--- config.mk ---
export PLATFORM = sky130hd
export DESIGN_NAME = wind_direction_circular_mean
export DESIGN_NICKNAME = d
export VERILOG_FILES = /design/src/rtl/wdcm_pkg.sv /design/src/rtl/wdcm_ctrl.sv /design/src/rtl/wdcm_dp.sv /design/src/rtl/wind_direction_circular_mean.sv
export SDC_FILE = /design/constraint.sdc
export NUM_CORES = 2
export LEC_CHECK = 0
export BUFFER_PORTS_ARGS = -buffer_cell sky130_fd_sc_hd__clkbuf_2
export CAP_MARGIN = 15
export CORE_MARGIN = 3
export CORE_UTILIZATION = 25
export CTS_CLUSTER_SIZE = 10
export DETAILED_ROUTE_END_ITERATION = 10
export GPL_ROUTABILITY_DRIVEN = 1
export PLACE_DENSITY = 0.44
export SLEW_MARGIN = 10
export SYNTH_ARGS = -nofsm -noshare
export SYNTH_HDL_FRONTEND = slang
export SYNTH_SLANG_ARGS = --single-unit
--- constraint.sdc ---
create_clock -name clk -period 11 [get_ports clk]
set_input_delay 1.1 -clock clk [delete_from_list [all_inputs] [get_ports clk]]
set_output_delay 1.1 -clock clk [all_outputs]
set_load 0.01 [all_outputs]
--- src/rtl/wdcm_pkg.sv ---
// Shared types and constants for the wind direction circular mean block.
// Holds the controller/datapath command and status structs and the CORDIC table.
// No dependencies.
package wdcm_pkg;

	// CORDIC iterations for both sine/cosine and atan2.
	localparam int TRIG_BITS = 16;
	localparam int ITER_W    = $clog2(TRIG_BITS);

	// Starting x of the rotation CORDIC: round(0.60725293500888 * 2^(TRIG_BITS-2)).
	localparam logic signed [17:0] SC_X0 = 18'sd9949;

	// Angle units: 1/65536 of a tenth degree.
	localparam logic signed [31:0] HALF_TURN = 32'sd117964800;
	localparam logic signed [31:0] FULL_TURN = 32'sd235929600;
	localparam logic signed [31:0] ROUND_HALF = 32'sd32768;
	localparam logic [12:0] TENTHS_FULL = 13'd3600;

	// Register addresses (word index).
	localparam logic [1:0] REG_POLL_PERIOD = 2'd0;
	localparam logic [1:0] REG_STALE_LIMIT = 2'd1;
	localparam logic [1:0] REG_ERROR_LIMIT = 2'd2;

	// atan(2^-i) in degrees times 655360.
	localparam logic [25:0] ATAN_TAB [TRIG_BITS] = '{
		26'd29491200, 26'd17409672, 26'd9198793, 26'd4669451,
		26'd2343786,  26'd1173036,  26'd586661,  26'd293348,
		26'd146676,   26'd73339,    26'd36669,   26'd18335,
		26'd9167,     26'd4584,     26'd2292,    26'd1146
	};

	typedef struct packed {
		logic              load;     // capture input word
		logic              decide;   // poll period check, mirror direction
		logic              sc_init;  // start sine/cosine rotation
		logic              sc_step;  // one rotation iteration
		logic              ring_wr;  // write ring, clear sums
		logic              sum_step; // add one ring entry
		logic              at_init;  // start atan2 vectoring
		logic              at_step;  // one vectoring iteration
		logic              round;    // round angle to tenths, hold it
		logic              finish;   // update flags, load output register
		logic [ITER_W-1:0] iter;
	} wdcm_cmd_t;

	typedef struct packed {
		logic taken;    // poll period has elapsed
		logic ok;       // captured sample is good
		logic sum_done; // last ring entry being added
		logic out_free; // output register can take a result
	} wdcm_sts_t;

	function automatic logic signed [15:0] clamp_trig(input logic signed [17:0] v);
		logic signed [15:0] r;
		if (v > 18'sd32767) begin
			r = 16'sh7FFF;
		end else if (v < -18'sd32768) begin
			r = 16'sh8000;
		end else begin
			r = v[15:0];
		end
		return r;
	endfunction

endpackage

--- src/rtl/wdcm_ctrl.sv ---
// Sequencer for the wind direction circular mean block.
// Steps one poll attempt through the datapath. Depends on wdcm_pkg.
module wdcm_ctrl (
	input  logic               clk,
	input  logic               arst_n,
	input  logic               in_valid,
	output logic               in_ready,
	input  wdcm_pkg::wdcm_sts_t sts,
	output wdcm_pkg::wdcm_cmd_t cmd
);
	import wdcm_pkg::*;

	typedef enum logic [9:0] {
		ST_IDLE    = 10'b0000000001,
		ST_DECIDE  = 10'b0000000010,
		ST_SC_INIT = 10'b0000000100,
		ST_SC_STEP = 10'b0000001000,
		ST_RING_WR = 10'b0000010000,
		ST_SUM     = 10'b0000100000,
		ST_AT_INIT = 10'b0001000000,
		ST_AT_STEP = 10'b0010000000,
		ST_ROUND   = 10'b0100000000,
		ST_FINISH  = 10'b1000000000
	} state_t;

	state_t state_q, state_d;
	logic [ITER_W-1:0] iter_q;
	logic last_iter;

	assign last_iter = (iter_q == ITER_W'(TRIG_BITS - 1));
	assign in_ready  = (state_q == ST_IDLE);

	always_comb begin
		state_d = state_q;
		cmd = '0;
		cmd.iter = iter_q;
		case (state_q)
			ST_IDLE: begin
				if (in_valid) begin
					cmd.load = 1'b1;
					state_d  = ST_DECIDE;
				end
			end
			ST_DECIDE: begin
				cmd.decide = 1'b1;
				state_d = (sts.taken && sts.ok) ? ST_SC_INIT : ST_FINISH;
			end
			ST_SC_INIT: begin
				cmd.sc_init = 1'b1;
				state_d = ST_SC_STEP;
			end
			ST_SC_STEP: begin
				cmd.sc_step = 1'b1;
				if (last_iter) state_d = ST_RING_WR;
			end
			ST_RING_WR: begin
				cmd.ring_wr = 1'b1;
				state_d = ST_SUM;
			end
			ST_SUM: begin
				cmd.sum_step = 1'b1;
				if (sts.sum_done) state_d = ST_AT_INIT;
			end
			ST_AT_INIT: begin
				cmd.at_init = 1'b1;
				state_d = ST_AT_STEP;
			end
			ST_AT_STEP: begin
				cmd.at_step = 1'b1;
				if (last_iter) state_d = ST_ROUND;
			end
			ST_ROUND: begin
				cmd.round = 1'b1;
				state_d = ST_FINISH;
			end
			ST_FINISH: begin
				// hold until the output register is free
				if (sts.out_free) begin
					cmd.finish = 1'b1;
					state_d = ST_IDLE;
				end
			end
			default: state_d = ST_IDLE;
		endcase
	end

	always_ff @(posedge clk or negedge arst_n) begin
		if (!arst_n) begin
			state_q <= ST_IDLE;
			iter_q  <= '0;
		end else begin
			state_q <= state_d;
			if (cmd.sc_step || cmd.at_step) begin
				iter_q <= last_iter ? '0 : iter_q + 1'b1;
			end
		end
	end

	a_onehot: assert property (@(posedge clk) disable iff (!arst_n) $onehot(state_q))
		else $error("state register not one-hot");
	a_finish_free: assert property (@(posedge clk) disable iff (!arst_n)
		cmd.finish |-> sts.out_free)
		else $error("result written while output register busy");
	a_sc_done: assert property (@(posedge clk) disable iff (!arst_n)
		(state_q == ST_SC_STEP && last_iter) |=> (state_q == ST_RING_WR && iter_q == '0))
		else $error("rotation did not end after the last iteration");
	a_iter_idle: assert property (@(posedge clk) disable iff (!arst_n)
		(state_q == ST_IDLE) |-> (iter_q == '0))
		else $error("iteration count left nonzero");

endmodule

--- src/rtl/wdcm_dp.sv ---
// Datapath for the wind direction circular mean block: poll timing, CORDIC
// sine/cosine and atan2, sample ring, flags and output register. Depends on wdcm_pkg.
module wdcm_dp #(
	parameter int WINDOW_TAPS = 3
) (
	input  logic               clk,
	input  logic               arst_n,
	input  wdcm_pkg::wdcm_cmd_t cmd,
	output wdcm_pkg::wdcm_sts_t sts,
	input  logic [31:0]        now_ms,
	input  logic               sample_ok,
	input  logic [15:0]        wind_speed,
	input  logic [11:0]        raw_direction,
	input  logic [15:0]        poll_period_ms,
	input  logic [15:0]        stale_limit_ms,
	input  logic [7:0]         error_limit,
	output logic               out_valid,
	input  logic               out_ready,
	output logic [15:0]        speed_out,
	output logic [11:0]        direction_out,
	output logic               data_valid,
	output logic               poll_taken,
	output logic               sensor_error
);
	import wdcm_pkg::*;

	localparam int TAPW = (WINDOW_TAPS > 1) ? $clog2(WINDOW_TAPS) : 1;
	localparam int SW   = 16 + $clog2(WINDOW_TAPS);
	localparam int AW   = SW + 3;

	// captured word
	logic [31:0] now_q;
	logic        ok_q;
	logic [15:0] spd_q;
	logic [11:0] dir_q;

	// state
	logic [31:0] last_poll_q, last_good_q;
	logic [7:0]  fail_q;
	logic        valid_q, taken_q;
	logic [15:0] held_speed_q;
	logic [11:0] held_dir_q;
	logic [11:0] cw_q;

	logic signed [15:0] sin_ring_q [WINDOW_TAPS];
	logic signed [15:0] cos_ring_q [WINDOW_TAPS];
	logic [TAPW-1:0]    idx_q, tap_q;

	// rotation CORDIC
	logic signed [17:0] xs_q, ys_q;
	logic signed [27:0] zs_q;
	logic [1:0]         quad_q;

	// sums and vectoring CORDIC
	logic signed [SW-1:0] ssum_q, csum_q;
	logic signed [AW-1:0] xa_q, ya_q;
	logic signed [31:0]   za_q;
	logic                 zero_q;

	// output register
	logic        ovalid_q;
	logic [15:0] ospd_q;
	logic [11:0] odir_q;
	logic        ovld_q, otaken_q, oerr_q;

	logic [31:0] elapsed;
	logic [11:0] dir_red, cw;
	logic [1:0]  quad;
	logic [9:0]  rem;
	logic signed [17:0] sn, cs;
	logic signed [31:0] tot, rnd;
	logic [12:0] tenths, tenths_w;
	logic [7:0]  fail_inc;
	logic        fail_hit, stale_hit, valid_d;

	assign elapsed = now_q - last_poll_q;
	assign sts.taken = (elapsed >= {16'd0, poll_period_ms});
	assign sts.ok = ok_q;
	assign sts.sum_done = (tap_q == TAPW'(WINDOW_TAPS - 1));
	assign sts.out_free = !ovalid_q || out_ready;

	// mirror counter-clockwise to clockwise
	assign dir_red = (dir_q >= 12'd3600) ? dir_q - 12'd3600 : dir_q;
	assign cw = (dir_red == 12'd0) ? 12'd0 : 12'd3600 - dir_red;

	always_comb begin
		if (cw_q >= 12'd2700) begin
			quad = 2'd3; rem = 10'(cw_q - 12'd2700);
		end else if (cw_q >= 12'd1800) begin
			quad = 2'd2; rem = 10'(cw_q - 12'd1800);
		end else if (cw_q >= 12'd900) begin
			quad = 2'd1; rem = 10'(cw_q - 12'd900);
		end else begin
			quad = 2'd0; rem = 10'(cw_q);
		end
	end

	always_comb begin
		case (quad_q)
			2'd0: begin sn = ys_q;  cs = xs_q;  end
			2'd1: begin sn = xs_q;  cs = -ys_q; end
			2'd2: begin sn = -ys_q; cs = -xs_q; end
			default: begin sn = -xs_q; cs = ys_q; end
		endcase
	end

	assign tot = (za_q < 0) ? za_q + FULL_TURN : za_q;
	assign rnd = tot + ROUND_HALF;
	assign tenths = rnd[28:16];
	assign tenths_w = (tenths >= TENTHS_FULL) ? tenths - TENTHS_FULL : tenths;
	assign fail_inc = (fail_q == 8'hFF) ? fail_q : fail_q + 8'd1;
	assign fail_hit = (fail_inc >= error_limit);
	// stale guard on the last good sample
	assign stale_hit = valid_q && ((now_q - last_good_q) > {16'd0, stale_limit_ms});

	// valid flag after this attempt
	always_comb begin
		valid_d = valid_q;
		if (taken_q) begin
			if (ok_q) begin
				valid_d = 1'b1;
			end else if (fail_hit || stale_hit) begin
				valid_d = 1'b0;
			end
		end
	end

	always_ff @(posedge clk) begin
		if (cmd.load) begin
			now_q <= now_ms;
			spd_q <= wind_speed;
			dir_q <= raw_direction;
		end
		if (cmd.decide) cw_q <= cw;
		if (cmd.sc_init) begin
			xs_q <= SC_X0;
			ys_q <= '0;
			zs_q <= $signed({2'b00, rem, 16'd0});
			quad_q <= quad;
		end else if (cmd.sc_step) begin
			if (zs_q >= 0) begin
				xs_q <= xs_q - (ys_q >>> cmd.iter);
				ys_q <= ys_q + (xs_q >>> cmd.iter);
				zs_q <= zs_q - $signed({2'b00, ATAN_TAB[cmd.iter]});
			end else begin
				xs_q <= xs_q + (ys_q >>> cmd.iter);
				ys_q <= ys_q - (xs_q >>> cmd.iter);
				zs_q <= zs_q + $signed({2'b00, ATAN_TAB[cmd.iter]});
			end
		end
		if (cmd.ring_wr) begin
			ssum_q <= '0;
			csum_q <= '0;
		end else if (cmd.sum_step) begin
			ssum_q <= ssum_q + SW'(sin_ring_q[tap_q]);
			csum_q <= csum_q + SW'(cos_ring_q[tap_q]);
		end
		if (cmd.at_init) begin
			zero_q <= (ssum_q == '0) && (csum_q == '0);
			if (csum_q < 0) begin
				xa_q <= -AW'(csum_q);
				ya_q <= -AW'(ssum_q);
				za_q <= HALF_TURN;
			end else begin
				xa_q <= AW'(csum_q);
				ya_q <= AW'(ssum_q);
				za_q <= '0;
			end
		end else if (cmd.at_step) begin
			if (ya_q >= 0) begin
				xa_q <= xa_q + (ya_q >>> cmd.iter);
				ya_q <= ya_q - (xa_q >>> cmd.iter);
				za_q <= za_q + $signed({6'd0, ATAN_TAB[cmd.iter]});
			end else begin
				xa_q <= xa_q - (ya_q >>> cmd.iter);
				ya_q <= ya_q + (xa_q >>> cmd.iter);
				za_q <= za_q - $signed({6'd0, ATAN_TAB[cmd.iter]});
			end
		end
		if (cmd.finish) begin
			ospd_q <= (taken_q && ok_q) ? spd_q : held_speed_q;
			odir_q <= held_dir_q;
		end
	end

	always_ff @(posedge clk or negedge arst_n) begin
		if (!arst_n) begin
			ok_q         <= 1'b0;
			taken_q      <= 1'b0;
			last_poll_q  <= '0;
			last_good_q  <= '0;
			fail_q       <= '0;
			valid_q      <= 1'b0;
			held_speed_q <= '0;
			held_dir_q   <= '0;
			idx_q        <= '0;
			tap_q        <= '0;
			ovalid_q     <= 1'b0;
			ovld_q       <= 1'b0;
			otaken_q     <= 1'b0;
			oerr_q       <= 1'b0;
			for (int i = 0; i < WINDOW_TAPS; i++) begin
				sin_ring_q[i] <= '0;
				cos_ring_q[i] <= '0;
			end
		end else begin
			if (cmd.load) ok_q <= sample_ok;
			if (cmd.decide) begin
				taken_q <= sts.taken;
				if (sts.taken) last_poll_q <= now_q;
			end
			if (cmd.ring_wr) begin
				sin_ring_q[idx_q] <= clamp_trig(sn);
				cos_ring_q[idx_q] <= clamp_trig(cs);
				idx_q <= (idx_q == TAPW'(WINDOW_TAPS - 1)) ? '0 : idx_q + 1'b1;
				tap_q <= '0;
			end else if (cmd.sum_step && !sts.sum_done) begin
				tap_q <= tap_q + 1'b1;
			end
			if (cmd.round) held_dir_q <= zero_q ? 12'd0 : tenths_w[11:0];
			if (cmd.finish) begin
				ovalid_q <= 1'b1;
			end else if (out_ready) begin
				ovalid_q <= 1'b0;
			end
			if (cmd.finish) begin
				otaken_q <= taken_q;
				oerr_q   <= taken_q && !ok_q && fail_hit;
				ovld_q   <= valid_d;
				valid_q  <= valid_d;
				if (taken_q) begin
					if (ok_q) begin
						fail_q       <= '0;
						held_speed_q <= spd_q;
						last_good_q  <= now_q;
					end else if (fail_hit) begin
						fail_q <= '0;
					end else begin
						fail_q <= fail_inc;
					end
				end
			end
		end
	end

	assign out_valid     = ovalid_q;
	assign speed_out     = ospd_q;
	assign direction_out = odir_q;
	assign data_valid    = ovld_q;
	assign poll_taken    = otaken_q;
	assign sensor_error  = oerr_q;

endmodule

--- src/rtl/wind_direction_circular_mean.sv ---
// Top level of the wind direction circular mean block: stream ports, APB
// registers and the controller/datapath pair. Depends on wdcm_pkg, wdcm_ctrl, wdcm_dp.
//
// Each input word is one poll attempt. An attempt counts only once poll_period_ms
// have passed since the last counted one (time differences wrap modulo 2^32).
// A good sample latches the speed, mirrors the counter-clockwise direction to
// clockwise, and pushes its sine and cosine into a WINDOW_TAPS deep ring; the
// output direction is atan2 of the ring sums in tenths of a degree (0..3599, a
// zero vector gives 0). Failed attempts count up; reaching error_limit raises
// sensor_error, drops data_valid and clears the count. A sample older than
// stale_limit_ms also drops data_valid. Every input word yields exactly one
// result word. A good, counted attempt runs from one accepted word to the next
// through two 16 step CORDIC passes on one shared iteration counter, a sum over
// the WINDOW_TAPS ring entries, and seven further steps (accept, decide, two
// CORDIC starts, ring write, rounding, result); any other attempt goes from
// accept through decide to the result step. The result step holds while the
// previous result still waits in the output register and is not taken that
// cycle. One attempt is worked on at a time, and a new word is taken while the
// previous result still waits in the output register.
module wind_direction_circular_mean #(
	parameter int WINDOW_TAPS = 3
) (
	input  logic        clk,
	input  logic        arst_n,
	// input stream
	input  logic        s_axis_tvalid,
	output logic        s_axis_tready,
	input  logic [63:0] s_axis_tdata,  // now_ms[31:0], wind_speed[47:32], raw_direction[59:48]
	input  logic        s_axis_tuser,  // sample_ok
	// result stream
	output logic        m_axis_tvalid,
	input  logic        m_axis_tready,
	output logic [31:0] m_axis_tdata,  // speed_out[15:0], direction_out[27:16]
	output logic [2:0]  m_axis_tuser,  // data_valid, poll_taken, sensor_error
	// configuration
	input  logic        psel,
	input  logic        penable,
	input  logic        pwrite,
	input  logic [3:0]  paddr,
	input  logic [31:0] pwdata,
	output logic [31:0] prdata,
	output logic        pready
);
	import wdcm_pkg::*;

	wdcm_cmd_t cmd;
	wdcm_sts_t sts;

	logic [15:0] poll_period_q, stale_limit_q;
	logic [7:0]  error_limit_q;
	logic        wr_en;

	logic [15:0] speed_out;
	logic [11:0] direction_out;
	logic        data_valid, poll_taken, sensor_error;

	assign pready = 1'b1;
	assign wr_en  = psel && penable && pwrite && pready;

	// register writes; an unknown address is dropped
	always_ff @(posedge clk or negedge arst_n) begin
		if (!arst_n) begin
			poll_period_q <= 16'd200;
			stale_limit_q <= 16'd1500;
			error_limit_q <= 8'd5;
		end else if (wr_en) begin
			case (paddr[3:2])
				REG_POLL_PERIOD: poll_period_q <= pwdata[15:0];
				REG_STALE_LIMIT: stale_limit_q <= pwdata[15:0];
				REG_ERROR_LIMIT: error_limit_q <= pwdata[7:0];
				default: ;
			endcase
		end
	end

	always_comb begin
		case (paddr[3:2])
			REG_POLL_PERIOD: prdata = {16'd0, poll_period_q};
			REG_STALE_LIMIT: prdata = {16'd0, stale_limit_q};
			REG_ERROR_LIMIT: prdata = {24'd0, error_limit_q};
			default:         prdata = '0;
		endcase
	end

	wdcm_ctrl u_ctrl (
		.clk      (clk),
		.arst_n   (arst_n),
		.in_valid (s_axis_tvalid),
		.in_ready (s_axis_tready),
		.sts      (sts),
		.cmd      (cmd)
	);

	wdcm_dp #(
		.WINDOW_TAPS (WINDOW_TAPS)
	) u_dp (
		.clk            (clk),
		.arst_n         (arst_n),
		.cmd            (cmd),
		.sts            (sts),
		.now_ms         (s_axis_tdata[31:0]),
		.sample_ok      (s_axis_tuser),
		.wind_speed     (s_axis_tdata[47:32]),
		.raw_direction  (s_axis_tdata[59:48]),
		.poll_period_ms (poll_period_q),
		.stale_limit_ms (stale_limit_q),
		.error_limit    (error_limit_q),
		.out_valid      (m_axis_tvalid),
		.out_ready      (m_axis_tready),
		.speed_out      (speed_out),
		.direction_out  (direction_out),
		.data_valid     (data_valid),
		.poll_taken     (poll_taken),
		.sensor_error   (sensor_error)
	);

	assign m_axis_tdata = {4'd0, direction_out, speed_out};
	assign m_axis_tuser = {sensor_error, poll_taken, data_valid};

endmodule
==> out/summary.txt <==
Hold EP -> u_dp.direction_out[0]
Setup Fix Bufs, Post-CTS -> 0
First-pass DRT Iterations -> 8
Post-synth EDFFs -> 187
P&R area growth vs syn -> 11.6%
Vias in the first global route -> 34000
Commonest non-fill, non-tap cell in the layout -> nand2_1
HP Start -> u_dp.held_dir_q[0]
CP Capture Type -> register
FF-to-FF setup slack -> 3.80 ns
Min-delay worst type -> reg -> reg
Drt total wl -> 129000 um
Register area share after synthesis -> 32.4%
Cell Area, Synth -> 0.0431 mm^2
Final hold violations -> 0
Max-cap violation count -> 0
Via-to-Cell Ratio -> 4.85
P_sw -> 6.75 mW
Cells after Synth -> 4893
First-pass GRT wire length -> 201000 um
# IOs -> 178
Initial Utilization -> 25.3%
CP required -> 11.39 ns
Hold Buf Count CTS -> 0
Die area -> 0.177 mm^2
Syn Area/Cell -> 8.80 um^2
FMAX -> 0.139 GHz
Peak VDD IR -> 0.132 mV
CTS Buf Count -> 71
Total of warnings raised by yosys -> 0
Count of cell types in the netlist -> 107
Remaining Overflow, GRT -> 0
Root buf cell -> clkbuf_16
Post-synth top area cell -> dfrtp_1
DP Wirelength -> 94100 um
Ys flop type -> dfrtp_1
Static Leak -> 19.5 nW
CP startpoint kind -> register
Fin crit share -> 65.4%
Final setup TNS -> 0 ns
P_int -> 7.87 mW
Most frequent cells in the layout -> 495 x nand2_1, 479 x nor2_1, 391 x o21ai_0, 362 x a21oi_1, 304 x ha_1
Die Wd -> 421 um
Worst reg2reg path depth -> 21
CTS resizes -> 0
Reg2reg end -> u_dp.za_q[29]
Slew @ Worst Pin -> 1.05 ns
Pin count of the biggest net entering global routing -> 106
Minimum clock period -> 7.20 ns
Reg power frac -> 21.5%
Worst EP arrival -> 7.58 ns
Routed wire per std cell -> 17.8 um
Synth async-reset ratio -> 48.4%
I/O Buffers -> 134
Clock transition at path regs -> 0.06 ns
Power Density -> 304 mW/mm^2
Area contributors post-synth -> dfrtp_1 14%, edfxtp_1 13%, ha_1 8.8%, xnor2_1 5.1%, o21ai_0 4.5%
Layout cell share with drive strength beyond 1 -> 11.1%
Switching part of the total -> 46.2%
Initial antenna violation count -> 2
Comb power frac -> 62.6%
Clk_skew -> 0.0329 ns
Post-synth top area share -> 14.4%
# setup viols final -> 0
CTS tree -> done
#FFs+latches synth -> 537
Hold-critical path depth -> 0
Worst-path maximum fanout -> 56
FP Rows -> 151
Hold slack -> 0.441 ns
Kind of critical path -> reg -> reg
Final Max Slew Viols -> 0
Slew Limit Headroom -> 29.3%
Drt drc -> 0
Layout net count -> 5302
Clk_lat worst skew -> 0.68 ns
Htree depth -> 3
Max Buffers Root-to-Sink -> 3
Status -> finished clean
Placeable Area -> 0.170 mm^2
Global Route Usage Sum -> 14.1%
RSZ-0062 raised after global routing -> false
Die height -> 421 um
Iter 0 DRT Violations -> 2206
Post-DRT Antenna Nets -> 0
Gpl congestion -> 0.844
Worst r2r src -> u_ctrl.iter_q[0]
Clk network pwr share -> 15.9%
Clk sinks -> 537
DR vias -> 35100
## logic make-up (layout without fill, tap and decap cells)
kind of cell / Yosys count / count (layout) / synth area share, %
AOI/OAI and AO/OA: 1279 / 1279 / 18.5
buffers and inverters: 500 / 523 / 5.05
other: 2 / 23 / 0.0174
DFF: 537 / 537 / 32.4
and+or+nand+nor: 1549 / 1549 / 16.6
xor gates and xnor gates: 403 / 403 / 8.23
adders and majority gates: 314 / 314 / 9.30
muxes: 309 / 309 / 9.90
## synthesized netlist by cell type, drive strengths merged (28+ instances only)
| cell type | instances |
|---|---|
| xnor2 | 249 |
| inv | 213 |
| a21o | 87 |
| nand2 | 497 |
| o21a | 52 |
| dfrtp | 247 |
| nand3 | 126 |
| ha | 304 |
| nor2 | 482 |
| o211ai | 28 |
| xor2 | 153 |
| or3 | 35 |
| o31ai | 48 |
| mux2 | 114 |
| nand2b | 71 |
| o21ai | 394 |
| nand4 | 37 |
| a21oi | 362 |
| clkbuf | 197 |
| mux4 | 78 |
| nor2b | 39 |
| mux2i | 117 |
| nor3 | 88 |
| edfxtp | 187 |
| buf | 87 |
| dfxtp | 90 |
| a211oi | 44 |
## layout make-up
| cell class | instances | area (um^2) |
|---|---|---|
| Multi-Input combinational cell | 3875 | 27100 |
| Fill cell | 18100 | 122000 |
| Antenna cell | 2 | 5.00 |
| Clock buffer | 110 | 2070 |
| Timing Repair Buffer | 179 | 1020 |
| Clock inverter | 18 | 250 |
| Inverter | 216 | 811 |
| Tap cell | 2295 | 2870 |
| Sequential cell | 537 | 14000 |
## power groups by stage
| stage | combinational, mW | sequential (mW) | clock, mW |
|---|---|---|---|
| 6_report | 9.16 | 3.14 | 2.33 |
| 5_1_grt | 10.3 | 3.20 | 2.50 |
| 4_1_cts | 9.19 | 3.14 | 2.42 |
| 3_5_place_dp | 9.13 | 3.17 | 0 |
| 3_3_place_gp | 9.10 | 3.16 | 0 |
| 2_1_floorplan | 7.35 | 2.83 | 0 |
## flip-flops by register name, summed over array words and instances (netlist names), 10 cells and up
register            count
u_dp.direction_out     12
u_dp.now_q             32
u_dp.cos_ring_q        48
u_dp.xs_q              18
u_ctrl.state_q         10
poll_period_q          16
u_dp.last_poll_q       32
u_dp.ssum_q            18
stale_limit_q          16
u_dp.xa_q              21
u_dp.cw_q              12
u_dp.sin_ring_q        48
u_dp.za_q              32
u_dp.ys_q              18
u_dp.last_good_q       32
u_dp.dir_q             12
u_dp.csum_q            18
u_dp.held_speed_q      16
u_dp.ya_q              21
u_dp.spd_q             16
u_dp.zs_q              28
u_dp.speed_out         16
u_dp.held_dir_q        12
## worst max-delay path by stage
stage | startpoint | to | slack (ns) | depth (start not counted)
floorplan | u_ctrl.iter_q[1] | u_dp.za_q[30] | 4.73 | 24
global placement | u_ctrl.iter_q[0] | u_dp.za_q[29] | 3.83 | 21
detailed placement | u_ctrl.iter_q[0] | u_dp.za_q[29] | 3.83 | 21
CTS | u_ctrl.iter_q[0] | u_dp.za_q[29] | 3.80 | 21
global route | u_ctrl.iter_q[0] | u_dp.za_q[29] | 3.28 | 21
finish | u_ctrl.iter_q[0] | u_dp.za_q[29] | 3.80 | 21
## per-stage QoR
stage	util [%]	setup WS [ns]	instance area, um^2	total power [mW]	instances
3_3_place_gp	26.9	3.83	45700	12.3	7100
5_1_grt	28.2	3.28	48100	16.0	7231
6_report	28.2	3.80	48100	14.6	7232
3_5_place_dp	26.9	3.83	45700	12.3	7100
4_1_cts	28.2	3.80	48100	14.8	7228
2_1_floorplan	-	4.73	43100	10.2	4912
## metal layers
metal,wire length [um],vias to the layer above,track usage [%]
met1,61500,16800,19.5
met5,0,-,0
li1,-,17600,-
met4,2200,0,3.10
met3,4470,111,1.86
met2,60500,577,23.4
## critical path, stage by stage (launching register included)
cell and delay [ns]:
dfrtp_4 0.98, inv_1 0.38, ha_1 0.55, inv_1 0.12, mux4_2 0.51, inv_1 0.08, ha_1 0.17, nand3_1 0.12
nand3b_1 0.25, or3_1 0.42, or2_2 0.34, or3b_2 0.49, nand2_1 0.09, xnor2_1 0.13, ha_1 0.31, a21o_1 0.18
a22oi_1 0.35, o21ai_0 0.28, a221oi_1 0.67, o21ai_0 0.27, xnor2_1 0.19, nor2_1 0.05
Power figures use the tool's default switching activity.
